`src/rtl/core/life_generation_step_core_macros.svh`:
```
// Assertion macros for the life generation step core.
// Included by RTL files that carry concurrent checks; no other dependencies.
`ifndef LIFE_GENERATION_STEP_CORE_MACROS_SVH
`define LIFE_GENERATION_STEP_CORE_MACROS_SVH
`ifndef SYNTHESIS
`define LGS_ASSERT_IMPLIES(name, clk_s, rst_s, ante, cons) \
  name: assert property (@(posedge clk_s) disable iff (rst_s) (ante) |-> (cons)) \
    else $error("lgs: same-cycle check failed");
`define LGS_ASSERT_NEXT(name, clk_s, rst_s, ante, cons) \
  name: assert property (@(posedge clk_s) disable iff (rst_s) (ante) |=> (cons)) \
    else $error("lgs: next-cycle check failed");
`else
`define LGS_ASSERT_IMPLIES(name, clk_s, rst_s, ante, cons)
`define LGS_ASSERT_NEXT(name, clk_s, rst_s, ante, cons)
`endif
`endif

```
`src/rtl/core/lgs_pkg.sv`:
```
// Shared types and constants for the life generation step core.
// No dependencies; used by the interfaces and all core modules except lgs_row_mem.
`default_nettype none
package lgs_pkg;

  localparam int MAX_COLS_DEF = 128;
  localparam int MAX_ROWS_DEF = 64;

  localparam int ACT_W      = 2;
  localparam int COL_W      = 7;
  localparam int ROW_W      = 6;
  localparam int POP_W      = 14;
  localparam int GEN_W      = 32;
  localparam int CFG_IDX_W  = 2;
  localparam int CFG_DATA_W = 8;
  localparam int GRID_W_W   = 8;
  localparam int GRID_H_W   = 7;

  localparam int MIN_DIM    = 3;
  localparam int WIDTH_RST  = 128;
  localparam int HEIGHT_RST = 64;

  // neighbor count rule B3/S23
  localparam int NBR_W      = 4;
  localparam logic [NBR_W-1:0] BIRTH_N   = 4'd3;
  localparam logic [NBR_W-1:0] SURVIVE_N = 4'd2;

  // population pipeline: segment count, group sum, accumulate
  localparam int POP_SEG_W  = 8;
  localparam int POP_GRP_N  = 8;
  localparam int POP_LAT    = 3;

  typedef enum logic [ACT_W-1:0] {
    ACT_WRITE = 2'd0,
    ACT_READ  = 2'd1,
    ACT_STEP  = 2'd2,
    ACT_CLEAR = 2'd3
  } action_t;

  typedef enum logic [CFG_IDX_W-1:0] {
    CFG_WRAP   = 2'd0,
    CFG_WIDTH  = 2'd1,
    CFG_HEIGHT = 2'd2
  } cfg_reg_t;

  typedef enum logic [2:0] {
    S_INIT,
    S_IDLE,
    S_COUNT,
    S_STEP,
    S_CLEAR,
    S_DONE
  } state_t;

  typedef struct packed {
    logic clr;
    logic valid;
  } pop_ctrl_t;

endpackage
`default_nettype wire

```
`src/rtl/core/lgs_pop_unit.sv`:
```
// Population counter: masks a row to the active width, counts it in a
// three-stage pipeline and accumulates. Depends on lgs_pkg.
`default_nettype none
module lgs_pop_unit #(
  parameter int COLS = lgs_pkg::MAX_COLS_DEF
) (
  input  logic                      clk,
  input  logic                      rst,
  input  lgs_pkg::pop_ctrl_t        ctrl,
  input  logic [COLS-1:0]           row_bits,
  input  logic [$clog2(COLS+1)-1:0] width,
  output logic [lgs_pkg::POP_W-1:0] total
);
  import lgs_pkg::*;

  localparam int NSEG   = (COLS + POP_SEG_W - 1) / POP_SEG_W;
  localparam int NGRP   = (NSEG + POP_GRP_N - 1) / POP_GRP_N;
  localparam int NSLOT  = NGRP * POP_GRP_N;
  localparam int PADW   = NSLOT * POP_SEG_W;
  localparam int SEGC_W = $clog2(POP_SEG_W + 1);
  localparam int GRPC_W = $clog2(POP_SEG_W * POP_GRP_N + 1);

  logic [COLS-1:0]   masked;
  logic [PADW-1:0]   padded;
  logic [SEGC_W-1:0] seg_comb [NSLOT];
  logic [SEGC_W-1:0] seg_q    [NSLOT];
  logic              seg_v;
  logic [GRPC_W-1:0] grp_comb [NGRP];
  logic [GRPC_W-1:0] grp_q    [NGRP];
  logic              grp_v;
  logic [POP_W-1:0]  total_next;

  always_comb begin
    for (int c = 0; c < COLS; c++) begin
      masked[c] = row_bits[c] & (c < width);
    end
  end

  assign padded = PADW'(masked);

  always_comb begin : seg_count
    logic [SEGC_W-1:0] acc;
    acc = '0;
    for (int s = 0; s < NSLOT; s++) begin
      acc = '0;
      for (int b = 0; b < POP_SEG_W; b++) begin
        acc = acc + SEGC_W'(padded[s*POP_SEG_W+b]);
      end
      seg_comb[s] = acc;
    end
  end

  always_comb begin : grp_sum
    logic [GRPC_W-1:0] acc;
    acc = '0;
    for (int g = 0; g < NGRP; g++) begin
      acc = '0;
      for (int k = 0; k < POP_GRP_N; k++) begin
        acc = acc + GRPC_W'(seg_q[g*POP_GRP_N+k]);
      end
      grp_comb[g] = acc;
    end
  end

  always_comb begin
    total_next = total;
    for (int g = 0; g < NGRP; g++) begin
      total_next = total_next + POP_W'(grp_q[g]);
    end
  end

  always_ff @(posedge clk) begin
    seg_q <= seg_comb;
    grp_q <= grp_comb;
  end

  always_ff @(posedge clk) begin
    if (rst) begin
      seg_v <= 1'b0;
      grp_v <= 1'b0;
      total <= '0;
    end else begin
      seg_v <= ctrl.valid;
      grp_v <= seg_v;
      if (ctrl.clr) begin
        total <= '0;
      end else if (grp_v) begin
        total <= total_next;
      end
    end
  end

endmodule
`default_nettype wire

```
`config.mk`:
```
export PLATFORM = sky130hd
export DESIGN_NAME = lgs_pop_unit
export DESIGN_NICKNAME = d
export VERILOG_FILES = /design/src/rtl/core/life_generation_step_core_macros.svh /design/src/rtl/core/lgs_pkg.sv /design/src/rtl/core/lgs_pop_unit.sv
export SDC_FILE = /design/constraint.sdc
export NUM_CORES = 1
export LEC_CHECK = 0
export BUFFER_PORTS_ARGS = -buffer_cell sky130_fd_sc_hd__buf_2
export CAP_MARGIN = 30
export CORE_UTILIZATION = 55
export CTS_CLUSTER_SIZE = 16
export DETAILED_ROUTE_END_ITERATION = 10
export GPL_TIMING_DRIVEN = 0
export PLACE_DENSITY = 0.87
export SYNTH_ARGS = -nofsm -noshare
export SYNTH_HDL_FRONTEND = slang
export SYNTH_SLANG_ARGS = --single-unit
```
`constraint.sdc`:
```
create_clock -name clk -period 9.5 [get_ports clk]
set_input_delay 1.425 -clock clk [delete_from_list [all_inputs] [get_ports clk]]
set_output_delay 1.425 -clock clk [all_outputs]
set_load 0.01 [all_outputs]
```
* Word-level counts from Yosys, hierarchy flattened
Cells that the tools add are included.
Widths: inputs -> output; s select.
** Operators by class
- $add $sub $neg :: 128
- Magnitude comparators :: 128
- Bitwise operators :: 128
- Reduce and logical (&&, ||, !) cells :: 1
** Operators by type and width (number)
- $lt 7x8->1 const A :: 64
- $add 4x1->4 :: 64
- $lt 6x8->1 const A :: 32
- $and 1x1->1 :: 128
- $lt 5x8->1 const A :: 16
- $add 3x1->4 :: 16
- $lt 4x8->1 const A :: 8
- $add 7x4->7 :: 8
- $add 2x1->3 :: 16
- $add 1x1->2 :: 16
- $lt 3x8->1 const A :: 4
- $add 14x7->14 :: 2
- $lt 1x8->1 const A :: 2
- $lt 2x8->1 const A :: 2
- $add 6x4->7 :: 2
- $add 5x4->6 :: 2
- $add 4x4->5 :: 2
- $reduce_or 2->1 :: 1
** Storage, ports and cells
- Register bits :: 94
- Input port bits :: 140
- Output and inout bits :: 14

* Depth between registers and ports, before layout
- Depth after elaboration :: 9
- Depth in mapped cells :: 15

* Worst setup path after synthesis
No wires, ideal clock.
- Path kind :: in2reg
- Start :: input port width[4]
- End :: register seg_q[10] (netlist name)
- Arrival :: 4.776 ns
- Required time :: 9.382 ns
- Slack :: 4.606 ns
- Cell stages on the path :: 14
- Buffers on the path :: 2
- Cell sequence :: buf_2 nand2b_1 nor2_1 clkbuf_1 a21oi_1 fa_1 inv_1 fa_1 inv_1 fa_1 ha_1 inv_1 fa_1 xnor2_1
** RTL lines
- from (decl) :: line lgs_pop_unit.sv:11 : input logic [$clog2(COLS+1)-1:0] width,
- to (signal assigned) :: line lgs_pop_unit.sv:73 : seg_q <= seg_comb;
- to (decl) :: line lgs_pop_unit.sv:26 : logic [SEGC_W-1:0] seg_q [NSLOT];

==> impl_metrics.toml <==
[worst_setup_path]
critPathLaunch = "width[3]"
cp_slowest_stage_delay_ps = 850
count_of_buffer_and_inverter_cells_on_the_critical_path = 6
endpoint_kind = "flip-flop"
reg2reg_start = "seg_q[34]"
worst_path_dominant_cell_family = "adder cells"
timing.critical_path.slowest_stage_cell = "nor2_1"
cp-start-kind = "input pin"
critPathMaxFanout = 7
cp_data_arrival_time_ps = 5740
worstPathCellList = "buf_2 -> or2_1 -> clkbuf_1 -> nor2_1 -> a21boi_0 -> fa_1 -> inv_1 -> fa_1 -> inv_1 -> fa_1 -> ha_1 -> inv_1 -> fa_1 -> inv_1"
rrSetupSlack_ps = 5910
crit-reg2reg-capture = "grp_q[13]"
path_depth = 14
cp.required_ps = 9740
rr_worst_depth = 14
critPathKind = "input pin to flip-flop"

[synthesis]
synth_area_per_cell_um2 = 8.97
synth_top_cell_area_share_pct = 28.5
synth-edff-count = 0
synth.top_cells.by_area = "fa_1 (29%), dfxtp_1 (23%), ha_1 (10%)"
netlist_instances = 923
yosys.area.top_type = "fa_1"
syn_area_um2 = 8280
netlist_top_cells_count = "inv_1 (210), fa_1 (118), dfxtp_1 (94)"
synth_fp_nets = 1250
fraction_of_the_yosys_area_taken_by_sequential_cells_pct = 22.7
cell_with_the_most_instances_after_synthesis = "inv_1"
count_of_state_elements_after_synthesis = 94
yosys_most_used_dff = "dfxtp_1"
async_flop_share_pct = 0
synth.distinct_cells = 43
synthesis.yosys.warnings = 0

[floorplan]
die_area_um2 = 15600
core.rowCount = 44
chipHeight_um = 125
fp.coreArea_um2 = 14600
ioPinCount = 154
dieWidth_um = 125
start_util_pct = 56.8

[global_route]
globalRouteOverflowTotal = 0
via_count_of_the_first_global_routing_pass = 7117
grt_max_degree = 17
antenna_found_initial = 0
gr-usage-all-layers_pct = 29.8
grt_first_pass_wirelength_um = 35400

[clock_network]
ctsRootBufferMaster = "clkbuf_16"
cts.hold.buffers_added = 0
cts_resized = 0
tritoncts_num_sinks = 94
cts_tree = "done"
insertion_delay_ps = 340
cts-root-to-sink-buffers = 2
cts.htree.levels = 3
cts_inserted_buffers = 9
cts_post_setup_buffers_inserted = 0
clkSlewWorstSetupHoldPaths_ps = 70

[pwr]
ir_worst_vdd_v = 0.000306
power_density_nw_per_um2 = 381
p_leak_uw = 0.00500
totalPowerFinal_uw = 3670

[detailed_routing]
number_of_vias_per_cell_after_detailed_routing = 5.37
ant_nets = 0
wl_per_cell_um = 17.6
first_iter_violations = 469
drcViolationCount = 0
via_count = 6867
drt-pass1-iter-count = 6
drt-total-wl_um = 22500

[finish]
design.final.nets = 1417
fillers = 1134
diode_insertion_count_for_antenna_repair = 0
areaGrowthSynthToFinish_pct = 16.5
post_route_cells_drive_above_1_share_pct = 17.4

[placement]
place.detailed.hpwl_um = 18400
finalWeightedCongestion = 0.995
port-buffer-count = 153

[sta]
timing.final.hold_violations = 0
finalCriticalPeriod_ps = 5490
max_slew_margin_pct = 28.4
grt_setup_unrepaired = "false"
worst_clock_skew_ps = 9.70
report.final.setup_viol = 0
clock.fmax_mhz = 182
slew_viol_final = 0
setup_tns_ps = 0
worst_pin_slew_ps = 1070
final.period_utilization_pct = 57.8

[run_status]
status = "complete, no violations"

[min_path]
holdCritPathClass = "flip-flop to flip-flop"
hold_end = "grp_v"
worst_hold_startpoint = "seg_v"
number_of_cells_on_the_worst_hold_path = 1

[job]
drv.max_cap_violation_count = 0
[metrics by stage]
stage	utilization (%)	setup slack [ps]	hold slack, ps	instances	instance area [um^2]
CTS	66.1	4100	461	1279	9650
finish	66.1	4010	460	1279	9650
floorplan	-	4610	414	923	8280
detailed placement	63.7	3810	449	1263	9300
global placement	63.6	3880	432	1260	9280
global route	66.1	3940	490	1279	9650
[flip-flops by register name, indices dropped and copies added (netlist names)]
register,count
seg_v,1
grp_q,14
seg_q,64
total,14
grp_v,1
[per-layer routing]
metal | vias up | GRT usage [%] | share of wire (%)
li1 | 3180 | - | -
met1 | 3257 | 38.9 | 40
met2 | 370 | 49.6 | 47
met3 | 60 | 4.73 | 8.8
met4 | 0 | 11.6 | 3.7
met5 | - | 0 | 0
[worst max path at each step]
stage                     slack, ps   endpoint
after floorplan                4610  seg_q[10]
after global placement         3880  seg_q[62]
after detailed placement       3810  seg_q[22]
after CTS                      4100  seg_q[61]
after global routing           3940  seg_q[62]
final                          4010  seg_q[61]
[cells in the final DEF, fill, tap and decap left out, types with 8 or more instances in the layout]
cell type,count
o211ai_1,8
nand3_1,25
and3_1,15
nor2b_1,24
nand2b_1,10
o21ai_0,31
buf_2,164
nor2_1,32
xnor2_1,20
ha_1,69
a21boi_1,9
clkbuf_16,9
fa_1,118
nand2_1,89
clkbuf_1,16
a21boi_0,12
a21oi_1,57
inv_1,210
and2_1,15
dfxtp_1,94
[cells by family (layout without fill, tap and decap cells)]
group	Yosys count	in the layout	synth area share, %
compound gates	144	144	10.4
flops	94	94	22.7
xor+xnor	27	27	2.86
simple gates	229	229	13.5
fa+ha+maj	187	187	39.0
mux	5	5	0.604
buf+inv	237	409	11.0
[cell type report]
cell class / count / area (um^2) / share of cell area (%)
Multi-Input combinational cell: 592 / 5490 / 56.9
Sequential cell: 94 / 1880 / 19.5
Timing Repair Buffer: 156 / 790 / 8.19
Inverter: 210 / 788 / 8.17
Tap cell: 184 / 230 / 2.39
Clock buffer: 10 / 229 / 2.37
Buffer: 27 / 125 / 1.30
Clock inverter: 6 / 116 / 1.21
[where the power goes]
part | internal [uW] | switching [uW]
Sequential | 589 | 54.4
Combinational | 1160 | 1450
Clock | 260 | 158
Total | 2010 | 1660
Note: power is estimated with default switching activity, not from simulation.
