$ cat src/rtl/core/life_generation_step_core_macros.svh
// Assertion macros for the life generation step core.
// Included by RTL files that carry concurrent checks; no other dependencies.
`ifndef LIFE_GENERATION_STEP_CORE_MACROS_SVH
`define LIFE_GENERATION_STEP_CORE_MACROS_SVH
`ifndef SYNTHESIS
`define LGS_ASSERT_IMPLIES(name, clk_s, rst_s, ante, cons) \
  name: assert property (@(posedge clk_s) disable iff (rst_s) (ante) |-> (cons)) \
    else $error("lgs: same-cycle check failed");
`define LGS_ASSERT_NEXT(name, clk_s, rst_s, ante, cons) \
  name: assert property (@(posedge clk_s) disable iff (rst_s) (ante) |=> (cons)) \
    else $error("lgs: next-cycle check failed");
`else
`define LGS_ASSERT_IMPLIES(name, clk_s, rst_s, ante, cons)
`define LGS_ASSERT_NEXT(name, clk_s, rst_s, ante, cons)
`endif
`endif

$ cat src/rtl/core/lgs_pkg.sv
// Shared types and constants for the life generation step core.
// No dependencies; used by the interfaces and all core modules except lgs_row_mem.
`default_nettype none
package lgs_pkg;

  localparam int MAX_COLS_DEF = 128;
  localparam int MAX_ROWS_DEF = 64;

  localparam int ACT_W      = 2;
  localparam int COL_W      = 7;
  localparam int ROW_W      = 6;
  localparam int POP_W      = 14;
  localparam int GEN_W      = 32;
  localparam int CFG_IDX_W  = 2;
  localparam int CFG_DATA_W = 8;
  localparam int GRID_W_W   = 8;
  localparam int GRID_H_W   = 7;

  localparam int MIN_DIM    = 3;
  localparam int WIDTH_RST  = 128;
  localparam int HEIGHT_RST = 64;

  // neighbor count rule B3/S23
  localparam int NBR_W      = 4;
  localparam logic [NBR_W-1:0] BIRTH_N   = 4'd3;
  localparam logic [NBR_W-1:0] SURVIVE_N = 4'd2;

  // population pipeline: segment count, group sum, accumulate
  localparam int POP_SEG_W  = 8;
  localparam int POP_GRP_N  = 8;
  localparam int POP_LAT    = 3;

  typedef enum logic [ACT_W-1:0] {
    ACT_WRITE = 2'd0,
    ACT_READ  = 2'd1,
    ACT_STEP  = 2'd2,
    ACT_CLEAR = 2'd3
  } action_t;

  typedef enum logic [CFG_IDX_W-1:0] {
    CFG_WRAP   = 2'd0,
    CFG_WIDTH  = 2'd1,
    CFG_HEIGHT = 2'd2
  } cfg_reg_t;

  typedef enum logic [2:0] {
    S_INIT,
    S_IDLE,
    S_COUNT,
    S_STEP,
    S_CLEAR,
    S_DONE
  } state_t;

  typedef struct packed {
    logic clr;
    logic valid;
  } pop_ctrl_t;

endpackage
`default_nettype wire

$ cat src/rtl/core/lgs_rule_unit.sv
// Row update unit: applies B3/S23 to one row from its three-row window.
// Depends on lgs_pkg for the rule constants.
`default_nettype none
module lgs_rule_unit #(
  parameter int COLS = lgs_pkg::MAX_COLS_DEF
) (
  input  logic [COLS-1:0]           above,
  input  logic [COLS-1:0]           cur,
  input  logic [COLS-1:0]           below,
  input  logic [$clog2(COLS+1)-1:0] width,
  input  logic                      wrap,
  output logic [COLS-1:0]           new_row
);
  import lgs_pkg::*;

  localparam int WW = $clog2(COLS + 1);
  localparam int CW = $clog2(COLS);

  logic [CW-1:0] last_idx;
  logic          a_last, a_first, c_last, c_first, b_last, b_first;

  assign last_idx = CW'(width - WW'(1));
  assign a_last   = wrap & above[last_idx];
  assign c_last   = wrap & cur[last_idx];
  assign b_last   = wrap & below[last_idx];
  assign a_first  = wrap & above[0];
  assign c_first  = wrap & cur[0];
  assign b_first  = wrap & below[0];

  for (genvar c = 0; c < COLS; c++) begin : g_cell
    logic             al, ar, cl, cr, bl, br;
    logic [NBR_W-1:0] nbr;

    if (c == 0) begin : g_left_edge
      assign al = a_last;
      assign cl = c_last;
      assign bl = b_last;
    end else begin : g_left
      assign al = above[c-1];
      assign cl = cur[c-1];
      assign bl = below[c-1];
    end

    if (c < COLS - 1) begin : g_right
      assign ar = (c + 1 < width) ? above[c+1] : a_first;
      assign cr = (c + 1 < width) ? cur[c+1]   : c_first;
      assign br = (c + 1 < width) ? below[c+1] : b_first;
    end else begin : g_right_edge
      assign ar = a_first;
      assign cr = c_first;
      assign br = b_first;
    end

    assign nbr = NBR_W'(al) + NBR_W'(above[c]) + NBR_W'(ar)
               + NBR_W'(cl) + NBR_W'(cr)
               + NBR_W'(bl) + NBR_W'(below[c]) + NBR_W'(br);

    // cells beyond the active width keep their value
    assign new_row[c] = (c < width) ?
                        (cur[c] ? (nbr == SURVIVE_N || nbr == BIRTH_N) : (nbr == BIRTH_N)) :
                        cur[c];
  end

endmodule
`default_nettype wire

$ cat config.mk
export PLATFORM = sky130hd
export DESIGN_NAME = lgs_rule_unit
export DESIGN_NICKNAME = d
export VERILOG_FILES = /design/src/rtl/core/life_generation_step_core_macros.svh /design/src/rtl/core/lgs_pkg.sv /design/src/rtl/core/lgs_rule_unit.sv
export SDC_FILE = /design/constraint.sdc
export NUM_CORES = 2
export LEC_CHECK = 0
export BUFFER_PORTS_ARGS = -buffer_cell sky130_fd_sc_hd__clkbuf_2
export CORE_MARGIN = 5
export CORE_UTILIZATION = 54
export DETAILED_ROUTE_END_ITERATION = 10
export PLACE_DENSITY = 0.9
export SLEW_MARGIN = 20
export SYNTH_ARGS = -nofsm -noshare
export SYNTH_HDL_FRONTEND = slang
export SYNTH_SLANG_ARGS = --single-unit
$ cat constraint.sdc
create_clock -name vclk -period 5.7
set_input_delay 0.285 -clock vclk [all_inputs]
set_output_delay 0.285 -clock vclk [all_outputs]
set_load 0.1 [all_outputs]
# Word-level counts from Yosys, hierarchy flattened
# Index checks and enable logic that the tools add are counted.
# Widths: inputs -> output; s select.
# word_totals
inputBits,393
ff_bits,0
# op_classes
mux,643
eq_ne,256
n_lt_le_gt_ge,129
reduce_logical,128
bitwise,6
addsub,897
# op_table
op,count
$add 4x1->4,512
$eq 4x2->1 const B,256
$mux 1,640
$add 3x1->4,128
$lt 7x8->1 const A,64
$add 2x1->3,128
$add 1x1->2,128
$lt 6x8->1 const A,32
$logic_or 1x1->1,128
$lt 5x8->1 const A,16
$lt 4x8->1 const A,8
$lt 3x8->1 const A,4
$bmux 1 s7,3
$lt 1x8->1 const A,2
$lt 2x8->1 const A,2
$lt 7x8->1 const B,1
$sub 7x1->7 const B,1
$and 1x1->1,6

# Depth between registers and ports, before layout
# logic_depth
ltp_word,15
mapped_depth,24
mapped_depth_nobuf,19

# Least setup slack after synthesis
# No wires, ideal clock.
# synth_timing
kind,input to output
start,input port width[0]
end,output port new_row[0]
slack_ps,-1366
arrival_ps,6781
path_stages,22
required_time_ps,5415
cell_sequence,buf_6 -> buf_6 -> buf_2 -> inv_1 -> ha_1 -> buf_2 -> buf_2 -> buf_1 -> mux4_2 -> nor2b_1 -> o41ai_1 -> nand4_1 -> a22oi_1 -> fa_1 -> fa_1 -> fa_1 -> inv_1 -> ha_1 -> fa_1 -> o21ai_0 -> nand2_1 -> a21oi_1
# synth_via
elab_chain_cells,15
# synth_rtl
element,line_no,text
"start, declared",lgs_rule_unit.sv:10,"input logic [$clog2(COLS+1)-1:0] width,"
$sub 7x1->7,lgs_rule_unit.sv:22,assign last_idx = CW'(width - WW'(1));
$bmux 1 s7,lgs_rule_unit.sv:23,assign a_last = wrap & above[last_idx];
$mux 1 (not written as such),lgs_rule_unit.sv:23,
$and 1x1->1,lgs_rule_unit.sv:23,
$add 1x1->2,lgs_rule_unit.sv:54,assign nbr = NBR_W'(al) + NBR_W'(above[c]) + NBR_W'(ar)
$add 2x1->3,lgs_rule_unit.sv:54,
$add 3x1->4,lgs_rule_unit.sv:55,+ NBR_W'(cl) + NBR_W'(cr)
$add 4x1->4,lgs_rule_unit.sv:55,
$add 4x1->4 (3 in series),lgs_rule_unit.sv:56,+ NBR_W'(bl) + NBR_W'(below[c]) + NBR_W'(br);
$eq 4x2->1,lgs_rule_unit.sv:60,(cur[c] ? (nbr == SURVIVE_N || nbr == BIRTH_N) : (nbr == BIRTH_N)) :
$logic_or 1x1->1,lgs_rule_unit.sv:60,
$mux 1,lgs_rule_unit.sv:60,
$mux 1 *,lgs_rule_unit.sv:59,assign new_row[c] = (c < width) ?
"end, declared",lgs_rule_unit.sv:12,output logic [COLS-1:0] new_row
# Every way passes the cells marked *; elsewhere a longest branch is shown, timed or not. The select of a mux whose other input is x is not followed.

# Final worst setup path
# Same ends and word-level chain as after synthesis.

==> qor_table.md <==
| Metric | Reported | Unit |
| --- | --- | --- |
| Starting utilization of the core area | 54.5 | % |
| RD Place Congestion | 0.965 | - |
| Vias in the first global route | 29900 | - |
| Most crowded layer after global routing | met2 | - |
| Fin area | 0.0340 | mm² |
| Cell count of the worst hold path | 4 | - |
| Final slew viol count | 0 | - |
| Height of the die | 240 | µm |
| Total number of vias | 28800 | - |
| Critical Path, Cell by Cell | buf_6 > inv_1 > ha_4 > o21bai_1 > o21ai_2 > a22oi_2 > buf_4 > nor2b_1 > o41ai_4 > buf_4 > nand4_1 > a22oi_2 > fa_1 > fa_1 > fa_1 > inv_1 > ha_2 > fa_2 > nand2_1 > a21oi_4 > buf_12 | - |
| Cell area after placement | 0.0338 | mm² |
| Transition time at the pin with the least slew margin | 1.11 | ns |
| Seq Cell Count | 0 | - |
| Min Tclk post-route | 5.56 | ns |
| Min Hold Slack | 1.07 | ns |
| Peak ir drop on the vdd network | 0.000414 | V |
| Die Area | 0.0577 | mm² |
| Tot GR Track Use | 36.2 | % |
| Number of distinct library cell variants in the gate-level netlist after synthesis | 51 | - |
| Hold Violations, Final | 0 | - |
| Mean instance size in the synthesized netlist | 8.60 | µm² |
| Critical Path Source Type | input port | - |
| Net count after synthesis | 4619 | - |
| CP max-delay cell | sky130_fd_sc_hd__fa_2 | - |
| Slew Limit Headroom | 25.0 | % |
| DR pass1 iterations | 9 | - |
| Relative area change from synthesis to final layout | 18.6 | % |
| Sequential element share of the synthesized area | 0 | % |
| Final worst setup slack | 0.144 | ns |
| Number of gates on the worst path with buffers counted | 21 | - |
| Clock power frac | 0 | % |
| Met1 track demand over resource in global routing | 44.0 | % |
| Switching power | 0.00650 | W |
| Kind of critical path | in2out | - |
| Die W | 240 | µm |
| Final worst-path cycle share | 97.5 | % |
| Wire length of the first global-routing pass | 164000 | µm |
| Detail-routed net length per standard cell | 23.6 | µm |
| Post-detail-place hpwl | 90200 | µm |
| Final routed DRC violation total | 0 | - |
| Cell mode on critical path | sky130_fd_sc_hd__fa_1 | - |
| Combinational fraction of design power | 100.0 | % |
| Setup violators final | 0 | - |
| Final setup TNS | 0 | ns |
| Number of violations of the max-capacitance limit | 0 | - |
| Post-synthesis cell area | 0.0286 | mm² |
| Std-Cell Core Area | 0.0526 | mm² |
| Core occupancy in the finished layout | 64.6 | % |
| Maximum operating frequency | 180 | MHz |
| CP Data Arrival Time | 5.27 | ns |
| Via count normalized by instance count | 6.38 | - |
| Post-place setup slack | -0.426 | ns |
| Sequential power share | 0 | % |
| Switching share of power | 64.4 | % |
| Critical path capture point type | output port | - |
| Min-delay worst type | in2out | - |
| Count of antenna-violating nets left after detailed routing | 0 | - |
| Total power per unit cell area | 297 | mW/mm² |
| Leakage dissipation | 16.1 | nW |
| Number of antenna violations at the first check in global routing | 13 | - |
| NumNets Final | 5116 | - |
| Fraction of final layout cells with drive strength greater than 1 | 19.8 | % |
| Synthesis warning total | 0 | - |
| Cell Int Power | 0.00359 | W |
| Remaining global-route overflow | 0 | - |
| Worst path required time | 5.41 | ns |
| Wirelength, routed | 107000 | µm |
| Gate Count Post-Synth | 3327 | - |
| Maximum number of pins on one net before global-route repair | 58 | - |
| I/O pins | 521 | - |
| Port bufs | 521 | - |
| Area taken by flip-flops and latches | 0 | µm² |
| Met2 global-route usage | 59.6 | % |
| 1st-iter DRT viols | 2821 | - |
| Number of buffers and inverters on the critical path | 6 | - |
| Gate family responsible for the most delay along the worst path | adder cells | - |
| Number of placement rows | 84 | - |
| Number of clock buffers in the layout | 0 | - |
| Largest incremental delay on the critical path | 0.52 | ns |
| GR met3 Demand/Resource | 9.38 | % |
| Run status | complete, no violations | - |
| Critical path peak fanout | 12 | - |
cell usage after synthesis (all sizes together) (4+ instances only):
cell,count,area [µm²]
buf,40,233
nand2,241,907
mux2i,77,771
mux4,96,2160
and2,6,37.5
a21o,8,60.1
clkbuf,66,249
mux2,24,270
inv,438,1640
nor3,4,36.3
nor2b,94,588
o21ai,260,1310
o41ai,23,201
nand4,6,37.5
nor2,250,941
fa,512,10200
ha,387,4840
a22oi,4,48.8
nand2b,5,31.3
a21oi,631,3160
nand3,131,656
through the flow:
| step | total power, W | instances |
|---|---|---|
| 3_5_place_dp | 0.00999 | 4504 |
| 5_1_grt | 0.0110 | 4513 |
| 6_report | 0.0101 | 4521 |
| 3_3_place_gp | 0.00957 | 4504 |
| 4_1_cts | 0.0100 | 4506 |
| 2_1_floorplan | 0.00688 | 3327 |
routing by layer:
layer	part of all wire, %	vias up	wire (µm)
met1	34	13800	36200
met3	12	539	13300
met5	0.081	-	87
met2	47	2021	50200
li1	-	12400	-
met4	6.6	14	7050
power groups by stage:
stage | logic, W | clock network [W] | registers, W
6_report | 0.0101 | 0.000000000232 | 0
5_1_grt | 0.0110 | 0.0000000000704 | 0
4_1_cts | 0.0100 | 0 | 0
3_5_place_dp | 0.00999 | 0 | 0
3_3_place_gp | 0.00957 | 0 | 0
2_1_floorplan | 0.00688 | 0 | 0
path summary, 6_finish.rpt:
check,start,end,slack [ns]
max,width[0],new_row[0],0.14
min,cur[87],new_row[87],1.07
kinds of logic (layout without fill, tap and decap cells):
logic type	after synthesis	after routing	synth area share, %
AOI/OAI and AO/OA	941	941	17.1
adders and majority gates	899	899	52.7
and+or+nand+nor	745	745	11.5
buffers and inverters	544	1039	7.43
muxes	197	197	11.2
xor gates and xnor gates	1	1	0.0306
other	0	11	0
cells in the final DEF (no fill, tap or decap), types with 4 or more instances in the layout:
| cell | instances |
|---|---|
| sky130_fd_sc_hd__o21ai_0 | 238 |
| sky130_fd_sc_hd__nand3_1 | 131 |
| sky130_fd_sc_hd__nand2_1 | 240 |
| sky130_fd_sc_hd__mux4_2 | 96 |
| sky130_fd_sc_hd__diode_2 | 11 |
| sky130_fd_sc_hd__nor2_2 | 4 |
| sky130_fd_sc_hd__buf_12 | 108 |
| sky130_fd_sc_hd__a21o_1 | 8 |
| sky130_fd_sc_hd__o41ai_1 | 20 |
| sky130_fd_sc_hd__clkbuf_2 | 413 |
| sky130_fd_sc_hd__a21oi_1 | 629 |
| sky130_fd_sc_hd__mux2i_1 | 77 |
| sky130_fd_sc_hd__nand4_1 | 6 |
| sky130_fd_sc_hd__fa_1 | 511 |
| sky130_fd_sc_hd__o21ai_1 | 19 |
| sky130_fd_sc_hd__buf_4 | 76 |
| sky130_fd_sc_hd__nor2b_1 | 94 |
| sky130_fd_sc_hd__inv_1 | 433 |
| sky130_fd_sc_hd__ha_1 | 385 |
| sky130_fd_sc_hd__mux2_2 | 24 |
| sky130_fd_sc_hd__nand2b_1 | 5 |
| sky130_fd_sc_hd__nor2_1 | 246 |
repair_timing:
action                                  4_1_cts  5_1_grt
setup buffers                                 2        4
pin swaps                                     7        9
endpoints found under the setup margin        1        1
hold buffers                                  0        0
resized for setup                             6        5
layout make-up:
cell class | count | area, µm²
diodes | 11 | 27.5
fillers | 4078 | 18600
inverters | 438 | 1650
multi-input cells | 2783 | 26600
well taps | 688 | 861
repair buffers | 601 | 4840
Power figures use the tool's default switching activity.
